`src/hw/rtl/fwdf_pkg.sv`:
```
package fwdf_pkg;

  localparam logic [7:0] ASCII_ZERO = 8'h30;
  localparam logic [7:0] ASCII_NINE = 8'h39;
  localparam logic [7:0] ASCII_LF   = 8'h0A;
  localparam logic [7:0] ASCII_CR   = 8'h0D;

  // q = (v * 52429) >> 19 is exact for every 16-bit v
  localparam logic [16:0] DIV10_MUL   = 17'd52429;
  localparam int          DIV10_SHIFT = 19;

  typedef enum logic [1:0] {
    ST_IDLE,
    ST_CONV,
    ST_EMIT
  } fsm_e;

endpackage

```
`src/hw/rtl/fwdf_div10.sv`:
```
module fwdf_div10 (
  input  logic [15:0] value_i,
  output logic [15:0] quot_o,
  output logic [3:0]  rem_o
);
  import fwdf_pkg::*;

  logic [32:0] prod;
  logic [15:0] times_ten;

  assign prod      = 33'(value_i) * 33'(DIV10_MUL);
  assign quot_o    = 16'(prod >> DIV10_SHIFT);
  assign times_ten = 16'({quot_o, 3'b000}) + 16'({quot_o, 1'b0});
  assign rem_o     = 4'(value_i - times_ten);

endmodule

```
`src/hw/rtl/fixed_width_decimal_formatter.sv`:
```
// Fixed-width decimal formatter: 16-bit unsigned value to ASCII decimal bytes.
// Input: drive value_i, digit_count_i and fill_char_i with start high; the item
// is taken at the rising edge where start is high and busy is low. busy stays
// high until the last byte of the item has been shown.
// Output: each byte is on out_byte_o for exactly one cycle with out_valid_o
// high; last_o marks the final byte of the item. There is no backpressure:
// the receiver must take every byte in the cycle it appears.
// Timing: with n = min(digit_count_i, MAX_DIGITS), the shared divide-by-10
// unit (one reciprocal multiply) produces one digit per cycle, so conversion
// yields n digits; emission then sends the bytes back to back (a fill byte of
// newline goes out as CR, LF); busy falls the cycle after the last byte. A
// digit count of zero produces no bytes and leaves busy low.
// Reset: rst_ni clears the sequencer to idle; no byte is pending afterwards.
module fixed_width_decimal_formatter #(
  parameter int MAX_DIGITS = 10
) (
  input  logic        clk_i,
  input  logic        rst_ni,
  input  logic        start,
  output logic        busy,
  input  logic [15:0] value_i,
  input  logic [3:0]  digit_count_i,
  input  logic [7:0]  fill_char_i,
  output logic        out_valid_o,
  output logic [7:0]  out_byte_o,
  output logic        last_o
);
  import fwdf_pkg::*;

  localparam int CntW = $clog2(MAX_DIGITS + 1);
  localparam int CmpW = (CntW > 4) ? CntW : 4;
  localparam int IdxW = (MAX_DIGITS > 1) ? $clog2(MAX_DIGITS) : 1;

  fsm_e state_q, state_d;

  logic [15:0]     value_q, value_d;
  logic [7:0]      fill_q, fill_d;
  logic [IdxW-1:0] idx_q, idx_d;
  logic [IdxW-1:0] top_q, top_d;
  logic            lead_q, lead_d;
  logic            cr_q, cr_d;
  logic [3:0]      digit_q [MAX_DIGITS];

  logic [15:0]     quot;
  logic [3:0]      rem;
  logic            accept;
  logic [CmpW-1:0] cnt_ext;
  logic [CmpW-1:0] cnt_sat;
  logic            cnt_zero;
  logic [3:0]      cur_digit;
  logic            is_fill;
  logic [7:0]      cur_byte;
  logic            need_cr;
  logic            conv_done;
  logic            emit_done;

  fwdf_div10 u_div10 (
    .value_i(value_q),
    .quot_o (quot),
    .rem_o  (rem)
  );

  assign busy      = (state_q != ST_IDLE);
  assign accept    = start && !busy;
  assign cnt_ext   = CmpW'(digit_count_i);
  assign cnt_sat   = (cnt_ext > CmpW'(MAX_DIGITS)) ? CmpW'(MAX_DIGITS) : cnt_ext;
  assign cnt_zero  = (cnt_sat == '0);
  assign cur_digit = digit_q[idx_q];
  assign is_fill   = lead_q && (idx_q != '0) && (cur_digit == 4'd0);
  assign cur_byte  = is_fill ? fill_q : (ASCII_ZERO | 8'(cur_digit));
  assign need_cr   = (cur_byte == ASCII_LF) && !cr_q;
  assign conv_done = (idx_q == top_q);
  assign emit_done = (idx_q == '0) && !need_cr;

  always_comb begin
    state_d = state_q;
    unique case (state_q)
      ST_IDLE: begin
        if (accept && !cnt_zero) begin
          state_d = ST_CONV;
        end
      end
      ST_CONV: begin
        if (conv_done) begin
          state_d = ST_EMIT;
        end
      end
      ST_EMIT: begin
        if (emit_done) begin
          state_d = ST_IDLE;
        end
      end
      default: state_d = ST_IDLE;
    endcase
  end

  always_comb begin
    value_d     = value_q;
    fill_d      = fill_q;
    idx_d       = idx_q;
    top_d       = top_q;
    lead_d      = lead_q;
    cr_d        = cr_q;
    out_valid_o = 1'b0;
    out_byte_o  = cur_byte;
    last_o      = 1'b0;
    unique case (state_q)
      ST_IDLE: begin
        value_d = value_i;
        fill_d  = fill_char_i;
        idx_d   = '0;
        top_d   = IdxW'(cnt_sat - CmpW'(1));
        lead_d  = 1'b1;
        cr_d    = 1'b0;
      end
      ST_CONV: begin
        value_d = quot;
        if (!conv_done) begin
          idx_d = idx_q + IdxW'(1);
        end
      end
      ST_EMIT: begin
        out_valid_o = 1'b1;
        if (need_cr) begin
          out_byte_o = ASCII_CR;
          cr_d       = 1'b1;
        end else begin
          cr_d   = 1'b0;
          lead_d = is_fill;
          last_o = (idx_q == '0);
          if (idx_q != '0) begin
            idx_d = idx_q - IdxW'(1);
          end
        end
      end
      default: ;
    endcase
  end

  always_ff @(posedge clk_i or negedge rst_ni) begin
    if (!rst_ni) begin
      state_q <= ST_IDLE;
      idx_q   <= '0;
      top_q   <= '0;
      lead_q  <= 1'b1;
      cr_q    <= 1'b0;
    end else begin
      state_q <= state_d;
      idx_q   <= idx_d;
      top_q   <= top_d;
      lead_q  <= lead_d;
      cr_q    <= cr_d;
    end
  end

  always_ff @(posedge clk_i) begin
    value_q <= value_d;
    fill_q  <= fill_d;
    if (state_q == ST_CONV) begin
      digit_q[idx_q] <= rem;
    end
  end

`ifndef SYNTHESIS
  a_strobe_busy: assert property (@(posedge clk_i) disable iff (!rst_ni)
    out_valid_o |-> busy)
    else $error("byte strobe outside an item");

  a_zero_count: assert property (@(posedge clk_i) disable iff (!rst_ni)
    (accept && digit_count_i == 4'd0) |=> !busy)
    else $error("zero digit count left the block busy");

  a_last_ends: assert property (@(posedge clk_i) disable iff (!rst_ni)
    (out_valid_o && last_o) |=> (!out_valid_o && !busy))
    else $error("activity after the last byte");

  a_last_digit: assert property (@(posedge clk_i) disable iff (!rst_ni)
    (out_valid_o && last_o) |-> (out_byte_o >= ASCII_ZERO && out_byte_o <= ASCII_NINE))
    else $error("final byte is not a digit");
`endif

endmodule

```
`config.mk`:
```
export PLATFORM = sky130hd
export DESIGN_NAME = fixed_width_decimal_formatter
export DESIGN_NICKNAME = d
export VERILOG_FILES = /design/src/hw/rtl/fwdf_pkg.sv /design/src/hw/rtl/fwdf_div10.sv /design/src/hw/rtl/fixed_width_decimal_formatter.sv
export SDC_FILE = /design/constraint.sdc
export NUM_CORES = 1
export LEC_CHECK = 0
export ABC_AREA = 1
export BUFFER_PORTS_ARGS = -buffer_cell sky130_fd_sc_hd__buf_2
export CAP_MARGIN = 20
export CORE_MARGIN = 4
export CORE_UTILIZATION = 30
export CTS_CLUSTER_DIAMETER = 50
export DETAILED_ROUTE_END_ITERATION = 10
export PLACE_DENSITY = 0.57
export SLEW_MARGIN = 25
export SYNTH_ARGS = -nofsm -noshare
export SYNTH_HDL_FRONTEND = slang
export SYNTH_SLANG_ARGS = --single-unit
```
`constraint.sdc`:
```
create_clock -name clk_i -period 6.59 [get_ports clk_i]
set_input_delay 1.318 -clock clk_i [delete_from_list [all_inputs] [get_ports clk_i]]
set_output_delay 1.318 -clock clk_i [all_outputs]
set_load 0.05 [all_outputs]
```
==> metrics.md, run 1 <==
| Metric | Value |
|---|---|
| Status | `finished clean` |
| Drt pass-1 iters | `5` |
| Clk root buf | `clkbuf_16` |
| Most frequent cells after synthesis | `inv_1 (209), nand2_1 (191), ha_1 (140)` |
| CP arrival | `6330 ps` |
| Die ar. | `0.0314 sq mm` |
| Highest metal used | `met5` |
| Count leader, synth | `inv_1` |
| Worst-path maximum fanout | `10` |
| Post-synth ARST share | `0.158` |
| Final setup viols | `0` |
| 1st-iter DRT viols | `414` |
| Worst-Margin Slew | `just under 1000 ps` |
| Hold-fix buffer count after cts | `0` |
| CP bufs+invs | `8` |
| Drt wl/cell | `15.6 microns` |
| Worst-case clock buffer depth | `2` |
| Slowest cell on crit path | `fa_1` |
| CTS clk-pin slew, worst paths | `60 ps` |
| H-tree depth | `3` |
| Gate count of the mapped netlist | `962` |
| Final HPWL from detailed placement | `18.5 mm` |
| HP Class | `register to register` |
| Max_cap viols | `0` |
| Synth Warn # | `0` |
| Top_reg_cell synth | `edfxtp_1` |
| Setup CP Type | `register to register` |
| Final #Nets | `1263` |
| I/O pins | `42` |
| Post-synth top area cell | `edfxtp_1` |
| Number of synthesized flops with an enable pin | `64` |
| Total Routed Length | `21.7 mm` |
| Startpoint Class | `register` |
| Rel. slew slack | `0.350` |
| Worst setup EP type | `register` |
| Syn_area_per_cell | `8.92 sq um` |
| Met1 Wirelength | `10.1 mm` |
| Crit path time final | `6290 ps` |
| Synth top area cells | `edfxtp_1 (22%), ha_1 (20%), fa_1 (19%), inv_1 (9.1%), nand2_1 (8.4%)` |
| Largest net degree at the start of global routing | `22` |
| Die height | `~180 microns` |
| CTS sink count | `76` |
| Util after Layout | `0.341` |
| Total global-route track usage | `0.146` |
| Synth cell types | `42` |
| Port Buffers | `41` |
| Part of the cycle the worst path needs | `0.954` |
| Top Family by Delay on Critical Path | `adder cells` |
| Setup_tns | `0 ps` |
| CTS tree | `built` |
| Die Width | `about 180 microns` |
| Met3 WL | `1.34 mm` |
| Synth Register Bits | `76` |
| Sequential cell area fraction in the yosys report | `0.259` |
| Syn nets | `1214` |
| Worst Hold Launch | `lead_q` |
| Starting Density | `0.306` |
| Worst Path Required | `6630 ps` |
| Antenna-violating nets left | `0` |
| CP most frequent cell | `inv_1` |
| Slew Viols, Final | `0` |
| Area growth syn-to-layout | `11.4%` |
| CORE AREA | `0.0280 sq mm` |
| Routed met2 length | `9.88 mm` |
| DRC | `0` |
| RSZ-0062 raised after global routing | `no` |
| Synthesized cell area | `between 0.008 and 0.009 sq mm` |
| Area post-placement | `between 0.009 and 0.01 sq mm` |
| Layout cell share with drive strength beyond 1 | `0.0837` |
| CTS Buf Count | `9` |
| Finished Cell Area | `approximately 0.0096 sq mm` |
| Via Count | `6452` |
| Antenna violations before repair | `2` |
| Share of the synthesized area in the top cell type | `0.224` |
| Vias per cell | `4.63` |
| Vias in the first global route | `6646` |
| Rows | `61` |
| Placer Congestion | `0.908` |
| Grt ovf | `0` |
| Critical Path Source | `value_q[0]` |
| Endpoints failing hold | `0` |
| Worst path max stage delay | `around 550 ps` |
| Global-route wire length before repair | `35.9 mm` |
| FMAX | `0.159 GHz` |
| Clock Skew | `13.8 ps` |
| Reg-to-reg critical path startpoint | `value_q[0]` |
| Clk_lat worst skew | `340 ps` |
-- state kept, by name, summed over array words and instances (netlist names) --
| name | count |
|---|---|
| idx_q | 4 |
| fill_q | 8 |
| state_q | 2 |
| lead_q | 1 |
| cr_q | 1 |
| value_q | 16 |
| top_q | 4 |
| digit_q | 40 |
-- stage by stage --
stage	std cells	hold slack [ps]	setup WS, ps
after floorplan	962	442	915
after global placement	1375	449	370
after detailed placement	1375	455	170
after CTS	1391	465	136
after global routing	1394	483	14.4
final	1395	465	301
-- layout make-up --
cell class,count,area (sq um)
antenna,1,2.50
clock buffer,9,225
clock inverter,7,78.8
fill,2960,18400
inverter,213,802
multi-input combinational,663,5500
sequential,76,2220
tap,378,473
timing repair buffer,48,258
-- worst paths after layout --
path                            endpoint  slack (ps)  cells past startpoint
setup / recovery           digit_q[4][3]         300                     28
hold / removal                    lead_q         460                      2
setup reg to reg           digit_q[4][3]         300                     28
hold reg to reg                   lead_q         460                      2
max in group asynchronous         lead_q        5460                      1
min in group asynchronous       top_q[1]         840                      1
-- worst register-to-register path: cells and delay by family, from the launching register on --
kind	cells	cell delay, ps
flip-flops	1	490
AND/OR/NAND/NOR	8	950
adder cells (fa/ha/maj)	8	3190
AO/OA/AOI/OAI	3	610
buffers and inverters	8	590
XOR/XNOR	1	150
-- logic make-up (layout without fill, tap and decap cells) --
logic type | Yosys count | count (layout) | share of synthesized area
simple gates | 321 | 321 | 0.159
buf+inv | 223 | 277 | 0.102
fa+ha+maj | 221 | 221 | 0.393
compound gates | 101 | 101 | 0.0673
flops | 76 | 76 | 0.259
xor+xnor | 20 | 20 | 0.0204
other cells | 0 | 1 | 0
-- cells in the final DEF, fill, tap and decap left out, types with 6 or more instances in the layout --
cell type and instances:
nand3_1 26, nor3_1 10, nand4_1 8, dfrtp_1 11
or2_2 7, ha_1 140, o21ai_0 33, a21o_1 6
edfxtp_1 64, nor2_1 62, a21oi_1 31, clkbuf_16 9
buf_2 41, xnor2_1 6, a31oi_1 8, xor2_1 13
nand2_1 191, inv_1 209, fa_1 81, buf_4 7
-- metal layers --
metal	vias to the layer above	global-route usage
met4	2	0.0403
met5	-	0
met2	162	0.235
li1	3182	-
met1	3075	0.202
met3	31	0.0295
-- repair_timing --
item                                    in CTS  in global routing
endpoints found under the setup margin       0                 20
buffers inserted                             0                  3
resized for setup                            0                  3
hold endpoints to repair                     0                  0
Power of run 1 is not shown: default switching activity piles up to over one toggle a cycle in this logic, so the estimate is an artifact.
==> run 2: changes to the inputs <==
==> constraint.sdc (replaced) <==
create_clock -name clk_i -period 5.96 [get_ports clk_i]
set_input_delay 1.192 -clock clk_i [delete_from_list [all_inputs] [get_ports clk_i]]
set_output_delay 1.192 -clock clk_i [all_outputs]
set_load 0.05 [all_outputs]
==> run 2 against run 1 <==
- via count rose by 5.3%
- utilization increased by 3.9 points
- fmax is 8.0% higher
- worst setup slack worse by 160 ps
- register-to-register slack got worse by 160 ps
- worst hold slack got worse by 5.0 ps
- sequential share of layout area shrank 2.4 points
==> metrics.md, run 2 (same netlist as run 1, synthesis figures left out) <==
| Metric | Value |
|---|---|
| Status | `finished clean` |
| CP most frequent cell | `fa_1` |
| Vias in the first global route | `6825` |
| Vias per cell | `~4.5` |
| CP arrival | `5900 ps` |
| Starting Density | `0.306` |
| Final #Nets | `1364` |
| Rows | `61` |
| Endpoints failing hold | `0` |
| Ant. Diodes | `0` |
| Area growth syn-to-layout | `24.2%` |
| HP Class | `register to register` |
| Total global-route track usage | `0.148` |
| Setup_tns | `0 ps` |
| Total Routed Length | `22.9 mm` |
| CTS tree | `built` |
| Most frequent cells in the layout | `inv_1 (201), nand2_1 (185), ha_1 (126)` |
| Grt ovf | `0` |
| CTS sink count | `76` |
| Die ar. | `0.0314 sq mm` |
| Worst-Margin Slew | `864 ps` |
| CTS clk-pin slew, worst paths | `60 ps` |
| 1st-iter DRT viols | `391` |
| Drt wl/cell | `around 15 microns` |
| Max_cap viols | `0` |
| Drt pass-1 iters | `5` |
| Worst-path maximum fanout | `5` |
| Rel. slew slack | `0.422` |
| Crit path time final | `5820 ps` |
| CORE AREA | `0.0280 sq mm` |
| Clk root buf | `clkbuf_16` |
| Top Family by Delay on Critical Path | `adder cells` |
| Grt met3 use | `0.0152` |
| Worst setup EP type | `register` |
| FMAX | `0.172 GHz` |
| DRC | `0` |
| Final setup viols | `0` |
| Worst-case clock buffer depth | `2` |
| Via Count | `6795` |
| I/O pins | `42` |
| Slew Viols, Final | `0` |
| Most common cell after layout, fill and taps aside | `inv_1` |
| Clk_lat worst skew | `330 ps` |
| H-tree depth | `3` |
| Max reg flops | `40` |
| Part of the cycle the worst path needs | `0.977` |
| Global-route wire length before repair | `36.5 mm` |
| Biggest regs | `digit_q (40), value_q (16), fill_q (8)` |
| Met1 usage | `0.217` |
| Clock Skew | `around 10 ps` |
| Slowest cell on crit path | `fa_1` |
| Port Buffers | `41` |
| Worst path max stage delay | `around 560 ps` |
| Setup CP Type | `register to register` |
| Largest register by flop count | `digit_q` |
| Most used routing layer | `met2` |
| Antenna violations before repair | `0` |
| Worst Path Required | `~6000 ps` |
| GR Util met2 | `0.240` |
| Fillers | `between 2000 and 3000` |
| Final HPWL from detailed placement | `19.4 mm` |
| Antenna-violating nets left | `0` |
| Placer Congestion | `about 0.90` |
| Layout cell share with drive strength beyond 1 | `0.204` |
| Die Width | `177 microns` |
| Die height | `177 microns` |
| Largest net degree at the start of global routing | `22` |
| Startpoint Class | `register` |
| CP bufs+invs | `6` |
| CTS Buf Count | `9` |
-- run 2: tightest hold or removal path, delay by kind of cell (launching register included) --
family	cells	cell delay, ps
flip-flops	1	370
AND/OR/NAND/NOR	2	90
-- run 2: worst paths after layout --
path / start / to / slack, ps / cells past startpoint
worst max-delay path: value_q[6] / digit_q[1][3] / 140 / 26
worst min-delay path: lead_q / lead_q / 460 / 2
worst max register to register: value_q[6] / digit_q[1][3] / 140 / 26
worst min register to register: lead_q / lead_q / 460 / 2
max in group asynchronous: rst_ni / lead_q / 4950 / 1
min in group asynchronous: rst_ni / top_q[1] / 730 / 1
-- run 2: stage by stage --
step,util,setup slack (ps),instances,hold slack [ps],area [sq um]
finish,0.380,137,1495,460,10700
detailed placement,0.353,-75.3,1465,453,9900
CTS,0.367,33.4,1484,463,10300
global route,0.380,-92.2,1495,500,10700
floorplan,-,285,962,442,8580
global placement,0.353,-25.2,1465,449,9900
-- run 2: final cells by class --
type                    instances  area, sq um  area share
repair buffers                148         1010      0.0950
repair inverters                1         6.26    0.000587
clock inverters                 7          124      0.0116
inverters                     213          807      0.0757
flip-flops and latches         76         2220       0.209
well taps                     378          473      0.0444
multi-input cells             663         5790       0.543
clock buffers                   9          225      0.0211
-- run 2: layer usage --
| metal | vias up | share of wire | wire, microns |
|---|---|---|---|
| met3 | 20 | 0.044 | 1020 |
| li1 | 3378 | - | - |
| met1 | 3236 | 0.48 | 11100 |
| met5 | - | 0 | 0 |
| met4 | 0 | 0.014 | 320 |
| met2 | 161 | 0.46 | 10500 |
-- run 2: what timing repair did --
item	4_1_cts	5_1_grt
pin swaps	0	24
buffers inserted	3	10
setup endpoints to repair	20	32
resized for setup	4	54
hold buffers	0	0
gates cloned	0	1
Power of run 2 is left out for the same reason.
==> run 3: changes to the inputs <==
--- a/config.mk
+++ b/config.mk
@@ -12,6 +12,8 @@
 export CORE_UTILIZATION = 30
 export CTS_CLUSTER_DIAMETER = 50
 export DETAILED_ROUTE_END_ITERATION = 10
+export GPL_ROUTABILITY_DRIVEN = 0
+export HOLD_SLACK_MARGIN = 0.08
 export PLACE_DENSITY = 0.57
 export SLEW_MARGIN = 25
 export SYNTH_ARGS = -nofsm -noshare
==> constraint.sdc (replaced) <==
create_clock -name clk_i -period 6.5 [get_ports clk_i]
set_input_delay 1.3 -clock clk_i [delete_from_list [all_inputs] [get_ports clk_i]]
set_output_delay 1.3 -clock clk_i [all_outputs]
set_load 0.05 [all_outputs]
==> run 3 against run 2 <==
- utilization shrank 3.6 points
- flip-flop and latch count did not move
- cell area down 9.5%
- register-to-register slack gained 120 ps
- worst setup slack better by 120 ps
- cell count decreased by 6.0%
- sequential share of layout area rose by 2.2 points
- critical path type unchanged
- largest cell class unchanged
==> metrics.md, run 3 (same netlist as run 1, synthesis figures left out) <==
| Metric | Value |
|---|---|
| Most common cell after layout, fill and taps aside | `inv_1` |
| Max_cap viols | `0` |
| CTS clk-pin slew, worst paths | `70 ps` |
| Antenna-violating nets left | `0` |
| Clock Skew | `15.4 ps` |
| Reg-to-reg critical path startpoint | `value_q[8]` |
| CTS sink count | `76` |
| Drt wl/cell | `approximately 16 microns` |
| Largest net degree at the start of global routing | `22` |
| Grt ovf | `0` |
| Startpoint Class | `register` |
| Most frequent cells in the layout | `inv_1 (209), nand2_1 (191), ha_1 (140)` |
| Die height | `roughly 180 microns` |
| Worst setup EP type | `register` |
| Port Buffers | `41` |
| Largest register by flop count | `digit_q` |
| Crit path time final | `6250 ps` |
| Final HPWL from detailed placement | `18.7 mm` |
| HP Class | `register to register` |
| Die ar. | `about 0.031 sq mm` |
| Max reg flops | `40` |
| FMAX | `0.160 GHz` |
| Slowest cell on crit path | `fa_1` |
| CP most frequent cell | `fa_1` |
| CTS tree | `built` |
| Slew Viols, Final | `0` |
| Final setup viols | `0` |
| Vias in the first global route | `6794` |
| Clk root buf | `clkbuf_16` |
| I/O pins | `42` |
| Vias per cell | `4.64` |
| CP Cell Sequence | `ha_1 -> fa_1 -> inv_1 -> fa_1 -> fa_1 -> inv_1 -> fa_1 -> fa_1 -> ha_1 -> a21o_1 -> a31oi_1 -> o21ai_1 -> a21o_1 -> or2_2 -> nand2_1 -> inv_1 -> ha_1 -> xnor2_1 -> or2_2 -> nand2_1 -> nand2_1 -> nand2_1 -> inv_1` |
| Endpoints failing hold | `0` |
| Final #Nets | `1274` |
| Worst Hold Launch | `lead_q` |
| Drt pass-1 iters | `5` |
| CORE AREA | `0.0280 sq mm` |
| Area growth syn-to-layout | `12.4%` |
| Worst hold margin | `465 ps` |
| Layout cell share with drive strength beyond 1 | `0.0944` |
| Finished Cell Area | `0.00965 sq mm` |
| 1st-iter DRT viols | `~420` |
| DRC | `0` |
| Total global-route track usage | `0.149` |
| Worst Path Required | `about 6500 ps` |
| H-tree depth | `3` |
| Die Width | `approximately 180 microns` |
| Hold EP | `lead_q` |
| Part of the cycle the worst path needs | `0.961` |
| CTS Buf Count | `9` |
| WHS Path Cells | `2` |
| Worst r2r dst | `digit_q[5][3]` |
| Status | `finished clean` |
| Hold-fix buffer count after cts | `0` |
| Worst-path maximum fanout | `10` |
| Rows | `61` |
| Fillers | `~2900` |
| Worst-Margin Slew | `946 ps` |
| CP arrival | `6290 ps` |
| Reg-to-reg setup timing slack | `around 250 ps` |
| Worst path max stage delay | `just over 600 ps` |
| Worst-case clock buffer depth | `2` |
| Antenna violations before repair | `1` |
| Total Routed Length | `22.3 mm` |
| Starting Density | `0.306` |
| Clk_lat worst skew | `about 350 ps` |
| Area post-placement | `approximately 0.0092 sq mm` |
| Setup CP Type | `register to register` |
| Via Count | `6520` |
| R2r worst-path depth | `23` |
| Ant. Diodes | `0` |
| Rel. slew slack | `0.368` |
| Global-route wire length before repair | `36.4 mm` |
| Biggest regs | `digit_q (40), value_q (16), fill_q (8)` |
## run 3: cell count changes in the layout (fill, tap and decap cells not counted), sizes merged
cell / before / now
clkinvlp: 0 / 1
buf: 148 / 59
inv: 213 / 214
clkinv: 5 / 4
bufinv: 3 / 1
## run 3: worst max path at each step
stage | cells past startpoint | from | to | slack (ps)
2_1_floorplan | 23 | value_q[8] | digit_q[0][3] | 820
3_3_place_gp | 23 | value_q[0] | digit_q[5][2] | 270
3_5_place_dp | 21 | value_q[11] | digit_q[1][2] | 180
4_1_cts | 18 | value_q[8] | digit_q[2][2] | 140
5_1_grt | 28 | value_q[0] | digit_q[5][3] | -4
6_report | 23 | value_q[8] | digit_q[5][3] | 250
## run 3: worst max-delay path: cells and delay by family (launching register included)
kind / cells / cell delay, ps
fa+ha+maj: 8 / 3400
simple gates: 6 / 820
compound gates: 4 / 750
flops: 1 / 500
buf+inv: 4 / 320
xor+xnor: 1 / 140
## run 3: cell type report
cell class                 count  area [sq um]  area share
clock buffer                   9           225      0.0233
clock inverter                 7          72.6     0.00752
inverter                     213           802      0.0831
multi-input combinational    663          5510       0.571
sequential                    76          2220       0.230
tap                          378           473      0.0490
timing repair buffer          59           340      0.0353
## run 3: metrics by stage
stage | util | cells | setup WS, ps | TNS, ps
floorplan | - | 962 | 825 | 0
global placement | 0.330 | 1378 | 274 | 0
detailed placement | 0.330 | 1378 | 183 | 0
CTS | 0.341 | 1394 | 136 | 0
global route | 0.344 | 1405 | -4.14 | -4.14
finish | 0.344 | 1405 | 255 | 0
## run 3: per-layer routing
metal  track usage  vias to the layer above  wire [microns]
li1              -                     3195               -
met3        0.0258                       28            1130
met5             0                        -              13
met2         0.245                      171           10400
met1         0.207                     3124           10400
met4        0.0345                        2             342
## run 3: timing repair
action,CTS,global route
endpoints found under the setup margin,0,20
hold endpoints to repair,0,0
gates resized for setup,0,3
setup buffers,0,11
Power of run 3 is left out for the same reason.
